[src/rtl/jsu_pkg.sv]
package jsu_pkg;

   localparam int unsigned QDEPTH = 4;
   localparam int unsigned QPTR_W = $clog2(QDEPTH);
   localparam int unsigned QCNT_W = $clog2(QDEPTH + 1);

   localparam logic [7:0] REPLACEMENT_RESET = 8'h3F;
   localparam logic [7:0] ASCII_MAX         = 8'h7F;

   localparam logic [7:0] CHAR_QUOTE     = 8'h22;
   localparam logic [7:0] CHAR_BACKSLASH = 8'h5C;
   localparam logic [7:0] CHAR_SLASH     = 8'h2F;
   localparam logic [7:0] CHAR_B         = 8'h62;
   localparam logic [7:0] CHAR_F         = 8'h66;
   localparam logic [7:0] CHAR_N         = 8'h6E;
   localparam logic [7:0] CHAR_R         = 8'h72;
   localparam logic [7:0] CHAR_T         = 8'h74;
   localparam logic [7:0] CHAR_U         = 8'h75;
   localparam logic [7:0] CHAR_BS        = 8'h08;
   localparam logic [7:0] CHAR_FF        = 8'h0C;
   localparam logic [7:0] CHAR_LF        = 8'h0A;
   localparam logic [7:0] CHAR_CR        = 8'h0D;
   localparam logic [7:0] CHAR_TAB       = 8'h09;

   typedef enum logic [2:0] {
      ST_BYTE     = 3'd0,
      ST_COMPLETE = 3'd1,
      ST_NO_QUOTE = 3'd2,
      ST_BAD_ESC  = 3'd3,
      ST_BAD_HEX  = 3'd4,
      ST_UNTERM   = 3'd5
   } status_type;

   typedef enum logic [4:0] {
      PH_OPEN = 5'b00001,
      PH_STR  = 5'b00010,
      PH_ESC  = 5'b00100,
      PH_HEX  = 5'b01000,
      PH_DONE = 5'b10000
   } phase_type;

   typedef struct packed {
      status_type status;
      logic [7:0] out_byte;
      logic       last_of_run;
   } entry_type;

endpackage

[src/rtl/json_string_unescape.sv]
// Channel   Direction  Handshake           Payload
// req_      in         req_valid/req_stall in_byte, end_of_frame
// rsp_      out        rsp_valid/rsp_stall status, out_byte, last_of_run
// csr_      in         csr_write_enable    csr_write_data (replacement byte)
//
// One input word is accepted per cycle while req_stall is low; it is decoded from the input register.
// The first result word appears on rsp_ once its input word has passed the input register and the output queue.
// A word yields up to two results, held in a four-entry output queue.
// The input stalls while a word waits in the input register and the queue holds
// more than two words.
// Reset is synchronous and returns the decoder to expecting an opening quote.
module json_string_unescape (
   input  logic       clock,
   input  logic       reset,
   input  logic       req_valid,
   output logic       req_stall,
   input  logic [7:0] req_in_byte,
   input  logic       req_end_of_frame,
   output logic       rsp_valid,
   input  logic       rsp_stall,
   output logic [2:0] rsp_status,
   output logic [7:0] rsp_out_byte,
   output logic       rsp_last_of_run,
   input  logic       csr_write_enable,
   input  logic [7:0] csr_write_data
);

   logic                          s1_valid_ff, s1_valid_in;
   logic [7:0]                    s1_byte_ff;
   logic                          s1_eof_ff;
   logic [7:0]                    replacement_ff;
   jsu_pkg::phase_type            phase_ff, phase_in;
   logic [1:0]                    hex_count_ff, hex_count_in;
   logic [15:0]                   hex_accum_ff, hex_accum_in;
   jsu_pkg::entry_type            q_ff [jsu_pkg::QDEPTH];
   logic [jsu_pkg::QPTR_W-1:0]    head_ff, head_in, tail_ff, tail_in;
   logic [jsu_pkg::QCNT_W-1:0]    count_ff, count_in;

   logic                          accept, room, proc, pop;
   logic                          emit0, ended, unterm;
   jsu_pkg::status_type           st0;
   logic [7:0]                    byte0;
   logic [15:0]                   accum_next;
   logic [3:0]                    hex_val;
   logic                          hex_ok;
   logic [7:0]                    esc_byte;
   logic                          esc_ok;
   jsu_pkg::entry_type            ent0, ent1;
   logic [1:0]                    push_n;
   jsu_pkg::entry_type            head_ent;

   assign room      = count_ff <= jsu_pkg::QCNT_W'(jsu_pkg::QDEPTH - 2);
   assign proc      = s1_valid_ff && room;
   assign req_stall = s1_valid_ff && !room;
   assign accept    = req_valid && !req_stall;
   assign pop       = rsp_valid && !rsp_stall;

   always_comb begin
      s1_valid_in = s1_valid_ff;
      if (accept) begin
         s1_valid_in = 1'b1;
      end else if (proc) begin
         s1_valid_in = 1'b0;
      end
   end

   always_comb begin
      hex_ok  = 1'b1;
      hex_val = 4'd0;
      priority if (s1_byte_ff >= 8'h30 && s1_byte_ff <= 8'h39) begin
         hex_val = s1_byte_ff[3:0];
      end else if ((s1_byte_ff >= 8'h61 && s1_byte_ff <= 8'h66)
                   || (s1_byte_ff >= 8'h41 && s1_byte_ff <= 8'h46)) begin
         hex_val = s1_byte_ff[3:0] + 4'd9;
      end else begin
         hex_ok = 1'b0;
      end
   end

   always_comb begin
      esc_ok   = 1'b1;
      esc_byte = s1_byte_ff;
      unique case (s1_byte_ff)
         jsu_pkg::CHAR_QUOTE, jsu_pkg::CHAR_BACKSLASH, jsu_pkg::CHAR_SLASH: begin
            esc_byte = s1_byte_ff;
         end
         jsu_pkg::CHAR_B: esc_byte = jsu_pkg::CHAR_BS;
         jsu_pkg::CHAR_F: esc_byte = jsu_pkg::CHAR_FF;
         jsu_pkg::CHAR_N: esc_byte = jsu_pkg::CHAR_LF;
         jsu_pkg::CHAR_R: esc_byte = jsu_pkg::CHAR_CR;
         jsu_pkg::CHAR_T: esc_byte = jsu_pkg::CHAR_TAB;
         default:         esc_ok   = 1'b0;
      endcase
   end

   assign accum_next = {hex_accum_ff[11:0], hex_val};

   always_comb begin
      phase_in     = phase_ff;
      hex_count_in = hex_count_ff;
      hex_accum_in = hex_accum_ff;
      emit0        = 1'b0;
      ended        = 1'b0;
      st0          = jsu_pkg::ST_BYTE;
      byte0        = 8'd0;
      unique case (phase_ff)
         jsu_pkg::PH_OPEN: begin
            if (s1_byte_ff == jsu_pkg::CHAR_QUOTE) begin
               phase_in = jsu_pkg::PH_STR;
            end else begin
               emit0 = 1'b1;
               st0   = jsu_pkg::ST_NO_QUOTE;
               ended = 1'b1;
            end
         end
         jsu_pkg::PH_STR: begin
            priority if (s1_byte_ff == jsu_pkg::CHAR_QUOTE) begin
               emit0 = 1'b1;
               st0   = jsu_pkg::ST_COMPLETE;
               ended = 1'b1;
            end else if (s1_byte_ff == jsu_pkg::CHAR_BACKSLASH) begin
               phase_in = jsu_pkg::PH_ESC;
            end else begin
               emit0 = 1'b1;
               byte0 = s1_byte_ff;
            end
         end
         jsu_pkg::PH_ESC: begin
            priority if (esc_ok) begin
               emit0    = 1'b1;
               byte0    = esc_byte;
               phase_in = jsu_pkg::PH_STR;
            end else if (s1_byte_ff == jsu_pkg::CHAR_U) begin
               hex_count_in = 2'd0;
               hex_accum_in = 16'd0;
               phase_in     = jsu_pkg::PH_HEX;
            end else begin
               emit0 = 1'b1;
               st0   = jsu_pkg::ST_BAD_ESC;
               ended = 1'b1;
            end
         end
         jsu_pkg::PH_HEX: begin
            if (!hex_ok) begin
               emit0 = 1'b1;
               st0   = jsu_pkg::ST_BAD_HEX;
               ended = 1'b1;
            end else begin
               hex_accum_in = accum_next;
               if (hex_count_ff == 2'd3) begin
                  emit0        = 1'b1;
                  byte0        = (accum_next <= {8'd0, jsu_pkg::ASCII_MAX})
                                 ? accum_next[7:0] : replacement_ff;
                  hex_count_in = 2'd0;
                  phase_in     = jsu_pkg::PH_STR;
               end else begin
                  hex_count_in = hex_count_ff + 2'd1;
               end
            end
         end
         default: begin
            ended = 1'b1;
         end
      endcase
      if (ended) begin
         phase_in = jsu_pkg::PH_DONE;
      end
      if (s1_eof_ff) begin
         phase_in     = jsu_pkg::PH_OPEN;
         hex_count_in = 2'd0;
         hex_accum_in = 16'd0;
      end
   end

   assign unterm = !ended && s1_eof_ff;

   always_comb begin
      ent0.status      = st0;
      ent0.out_byte    = byte0;
      ent0.last_of_run = !unterm;
      ent1.status      = jsu_pkg::ST_UNTERM;
      ent1.out_byte    = 8'd0;
      ent1.last_of_run = 1'b1;
      if (!emit0) begin
         ent0 = ent1;
      end
      push_n = proc ? ({1'b0, emit0} + {1'b0, unterm}) : 2'd0;
   end

   assign tail_in  = tail_ff + jsu_pkg::QPTR_W'(push_n);
   assign head_in  = head_ff + jsu_pkg::QPTR_W'(pop);
   assign count_in = count_ff + jsu_pkg::QCNT_W'(push_n) - jsu_pkg::QCNT_W'(pop);

   always_ff @(posedge clock) begin
      if (reset) begin
         s1_valid_ff    <= 1'b0;
         replacement_ff <= jsu_pkg::REPLACEMENT_RESET;
         phase_ff       <= jsu_pkg::PH_OPEN;
         hex_count_ff   <= 2'd0;
         hex_accum_ff   <= 16'd0;
         head_ff        <= '0;
         tail_ff        <= '0;
         count_ff       <= '0;
      end else begin
         s1_valid_ff <= s1_valid_in;
         if (csr_write_enable) begin
            replacement_ff <= csr_write_data;
         end
         if (proc) begin
            phase_ff     <= phase_in;
            hex_count_ff <= hex_count_in;
            hex_accum_ff <= hex_accum_in;
         end
         head_ff  <= head_in;
         tail_ff  <= tail_in;
         count_ff <= count_in;
      end
   end

   always_ff @(posedge clock) begin
      if (accept) begin
         s1_byte_ff <= req_in_byte;
         s1_eof_ff  <= req_end_of_frame;
      end
      if (push_n != 2'd0) begin
         q_ff[tail_ff] <= ent0;
      end
      if (push_n == 2'd2) begin
         q_ff[tail_ff + jsu_pkg::QPTR_W'(1)] <= ent1;
      end
   end

   assign head_ent        = q_ff[head_ff];
   assign rsp_valid       = count_ff != '0;
   assign rsp_status      = head_ent.status;
   assign rsp_out_byte    = head_ent.out_byte;
   assign rsp_last_of_run = head_ent.last_of_run;

   a_count_bound: assert property (@(posedge clock) disable iff (reset)
      count_ff <= jsu_pkg::QCNT_W'(jsu_pkg::QDEPTH))
      else $error("Output queue count exceeds its depth.");

   a_phase_onehot: assert property (@(posedge clock) disable iff (reset)
      $onehot(phase_ff))
      else $error("Phase register is not one-hot.");

   a_eof_reopens: assert property (@(posedge clock) disable iff (reset)
      proc && s1_eof_ff |=> phase_ff == jsu_pkg::PH_OPEN)
      else $error("End of frame did not return the decoder to its opening state.");

   a_no_overflow: assert property (@(posedge clock) disable iff (reset)
      proc |-> count_ff + jsu_pkg::QCNT_W'(push_n) <= jsu_pkg::QCNT_W'(jsu_pkg::QDEPTH))
      else $error("Output queue written beyond its depth.");

   a_zero_byte: assert property (@(posedge clock) disable iff (reset)
      rsp_valid && rsp_status != jsu_pkg::ST_BYTE |-> rsp_out_byte == 8'd0)
      else $error("Non-data result carries a non-zero byte.");

endmodule

[config.mk]
export PLATFORM = sky130hd
export DESIGN_NAME = json_string_unescape
export DESIGN_NICKNAME = d
export VERILOG_FILES = /design/src/rtl/jsu_pkg.sv /design/src/rtl/json_string_unescape.sv
export SDC_FILE = /design/constraint.sdc
export NUM_CORES = 1
export LEC_CHECK = 0
export BUFFER_PORTS_ARGS = -buffer_cell sky130_fd_sc_hd__buf_4
export CORE_MARGIN = 10
export CORE_UTILIZATION = 50
export CTS_CLUSTER_SIZE = 20
export DETAILED_ROUTE_END_ITERATION = 12
export MAX_ROUTING_LAYER = met4
export PLACE_DENSITY_LB_ADDON = 0.2
export SLEW_MARGIN = 20
export SYNTH_ARGS = -nofsm -noshare
export SYNTH_HDL_FRONTEND = slang
export SYNTH_SLANG_ARGS = --single-unit
[constraint.sdc]
create_clock -name clock -period 10.38 [get_ports clock]
set_input_delay 1.038 -clock clock [delete_from_list [all_inputs] [get_ports clock]]
set_output_delay 1.038 -clock clock [all_outputs]
set_load 0.005 [all_outputs]
==> impl_metrics.json <==
{
  "status": "completed",
  "netlist_area_um2": 4580,
  "final_nets": 525,
  "area_growth_pct": 12.4,
  "setup_viol": 0,
  "cts_tree": "yes",
  "hp-start": "q_ff[3][0]",
  "layout.cells.most_common": "dfxtp_1",
  "viasPerCell": 6.01,
  "holdPathEnd": "q_ff[3][0]",
  "ctsHoldBuffers": 0,
  "cp-end-kind": "flip-flop",
  "synth_nets": 500,
  "fin_area_um2": 5150,
  "wl_um": 10700,
  "muxShareOfSynthArea": 0.0633,
  "drv_slew": 0,
  "hold_depth": 1,
  "port_buffers": 35,
  "cp_common_cell": "ha_1",
  "ys_warn_count": 0,
  "drt_iter0_markers": 245,
  "cts_sinks": 92,
  "cp_data_required_time_ns": 10.64,
  "hold_class": "reg -> reg",
  "clock-skew-final_ns": 0.0131,
  "ff2ff_path_depth": 17,
  "drt-wirelength-per-cell_um": 17.8,
  "seq_area_frac_synth": 0.421,
  "maxCapViolations": 0,
  "p_leak_nw": 1.88,
  "timing.critical_path.buf_inv": 2,
  "fin_util": 0.585,
  "synth_ff_type": "dfxtp_1",
  "cts_buffer_depth": 2,
  "clk_pin_slew_ns": 0.09,
  "antenna_found_initial": 0,
  "synth-edff-count": 9,
  "syn_inst": 465,
  "die-area_um2": 13400,
  "initial_core_util": 0.521,
  "cp-start-kind": "flip-flop",
  "grt_util_all_layers": 0.171,
  "path_class": "reg -> reg",
  "vdd_drop_max_v": 0.000163,
  "die_h_um": 116,
  "cp_cell_sequence": "inv_1 > ha_1 > nor3b_2 > o41ai_4 > nand2_1 > o32a_1 > nor4_4 > and2_1 > ha_1 > nand2_1 > ha_1 > inv_1 > ha_1 > fa_1 > xor2_1 > xnor2_1 > nor2_1",
  "drt-pass1-iter-count": 4,
  "rows": 34,
  "rrSetupSlack_ns": 6.05,
  "cts-root-buf": "clkbuf_8",
  "synth-seq-cells": 92,
  "cpPeakStageDelay_ns": 0.57,
  "drc": 0,
  "rsz0062_at_grt": "no",
  "clk_latency_ns": 0.37,
  "fmax_mhz": 231,
  "maxSlewHeadroom": 0.288,
  "top_level_ports": 36,
  "tns_ns": 0,
  "path_max_fanout": 11,
  "core_um2": 8810,
  "die_w_um": 116,
  "grt_max_degree": 24,
  "r2r-start": "s1_byte_ff[0]",
  "postSynthAreaPerCell_um2": 9.86,
  "min_period_over_period": 0.417,
  "gr-total-overflow": 0,
  "place_congestion": 0.908,
  "place_area_um2": 4920,
  "layout-drive-gt1-share": 0.214,
  "grt_pass1_vias": 3663,
  "cts_made_buffers": 9,
  "arrival_ns": 4.59,
  "synth_async_sr_flop_share": 0,
  "final_cell_mix": "83 x dfxtp_1, 68 x nor2_1, 42 x buf_4",
  "tightest_slew_ns": 1.06,
  "cp.depth": 17,
  "finalHoldViolCount": 0,
  "cts_resized": 0,
  "synth_xor_area_frac": 0.0134,
  "synthSimpleGateAreaFrac": 0.213,
  "nFillCells": 765,
  "path_delay_family": "adder cells",
  "worst_path_max_delay_cell": "edfxtp_1",
  "synth_compound_area_frac": 0.216,
  "grt_pass1_wl_um": 18000,
  "hpwlAfterDp_um": 7630,
  "finalCriticalPeriod_ns": 4.33,
  "postCtsSetupBuffers": 0,
  "synth_top_family_by_area": "compound AO/OA/AOI/OAI gates",
  "synthAdderAreaFrac": 0.0371,
  "ant_nets": 0,
  "pwr_density_cell_nw_per_um2": 225,
  "synth.distinct_cells": 67,
  "reg2reg_to": "count_ff[2]",
  "cts_htree_levels": 3,
  "vias": 3624,
  "num_antenna_cells": 0
}
==> cell type report <==
class	count	area, um2	area share
clock buffers	10	138	0.0267
repair buffers	42	315	0.0612
inverters	10	37.5	0.00729
flip-flops and latches	92	1930	0.375
well taps	108	135	0.0262
clock inverters	6	92.6	0.0180
multi-input cells	335	2500	0.486
==> Yosys cell counts, drive strengths merged, types with 3 or more instances <==
| cell | number | area share |
|---|---|---|
| dfxtp | 83 | 0.36 |
| nor2 | 69 | 0.057 |
| a211oi | 41 | 0.076 |
| nand2 | 22 | 0.018 |
| nor3 | 20 | 0.024 |
| a21oi | 19 | 0.022 |
| clkbuf | 15 | 0.012 |
| buf | 13 | 0.016 |
| nor2b | 13 | 0.018 |
| o21ai | 13 | 0.015 |
| ha | 12 | 0.033 |
| mux4 | 12 | 0.059 |
| a22o | 11 | 0.021 |
| inv | 10 | 0.0082 |
| nand3b | 10 | 0.016 |
| edfxtp | 9 | 0.059 |
| a211o | 8 | 0.015 |
| nor4 | 8 | 0.014 |
| nand3 | 6 | 0.0066 |
| o21bai | 6 | 0.0098 |
| nand2b | 5 | 0.0074 |
| or3 | 5 | 0.0079 |
| xnor2 | 5 | 0.0096 |
| and3 | 4 | 0.0055 |
| o2bb2ai | 4 | 0.0076 |
| or2 | 4 | 0.0055 |
| a221oi | 3 | 0.012 |
| a32o | 3 | 0.0066 |
| nor3b | 3 | 0.011 |
==> flip-flops by register name, indices dropped and copies added, names as in the netlist <==
name,cells
hex_count_ff,2
head_ff,2
phase_ff,5
s1_valid_ff,1
replacement_ff,8
hex_accum_ff,12
tail_ff,2
q_ff,48
s1_byte_ff,8
s1_eof_ff,1
count_ff,3
==> cell families (layout without fill, tap and decap cells) <==
family / Yosys count / in the layout
AOI/OAI and AO/OA: 122 / 122
xor gates and xnor gates: 7 / 7
adders and majority gates: 13 / 13
buffers and inverters: 38 / 68
DFF: 92 / 92
muxes: 14 / 14
and+or+nand+nor: 179 / 179
==> report_power, final <==
part           switching (mW)  total (mW)  internal, mW
Clock                   0.133       0.277         0.145
Sequential             0.0717       0.526         0.454
Combinational           0.146       0.354         0.208
==> metrics by stage <==
stage                     cells  hold WS [ns]  worst slack (ns)  power (mW)
after floorplan             465         0.430              6.43       0.761
after global placement      587         0.444              6.24       0.876
after detailed placement    587         0.462              6.07       0.893
after CTS                   603         0.484              6.04        1.17
after global routing        603         0.509              5.68        1.23
final                       603         0.476              6.05        1.16
==> how the worst max path moves through the flow <==
stage	startpoint	endpoint	slack, ns
6_report	s1_byte_ff[0]	count_ff[2]	6.05
5_1_grt	s1_byte_ff[0]	count_ff[2]	5.68
4_1_cts	s1_byte_ff[0]	count_ff[2]	6.04
3_5_place_dp	s1_byte_ff[0]	count_ff[2]	6.07
3_3_place_gp	s1_byte_ff[0]	count_ff[2]	6.24
2_1_floorplan	s1_byte_ff[0]	count_ff[2]	6.43
==> per-layer routing <==
| metal | track usage | vias to the layer above | routed length, um |
|---|---|---|---|
| li1 | - | 1782 | - |
| met4 | 0.0525 | 0 | 136 |
| met3 | 0.0336 | 13 | 519 |
| met5 | - | - | 0 |
| met2 | 0.258 | 91 | 4840 |
| met1 | 0.227 | 1738 | 5230 |
==> worst reg2reg max path: cells and delay by family, from the launching register on <==
| family | cells | cell delay (ns) |
|---|---|---|
| adder cells (fa/ha/maj) | 5 | 1.35 |
| AND/OR/NAND/NOR | 6 | 1.08 |
| AO/OA/AOI/OAI | 2 | 0.69 |
| flip-flops | 1 | 0.57 |
| XOR/XNOR | 2 | 0.34 |
| buffers and inverters | 2 | 0.19 |
No activity file was read; power rests on OpenSTA's default activity.
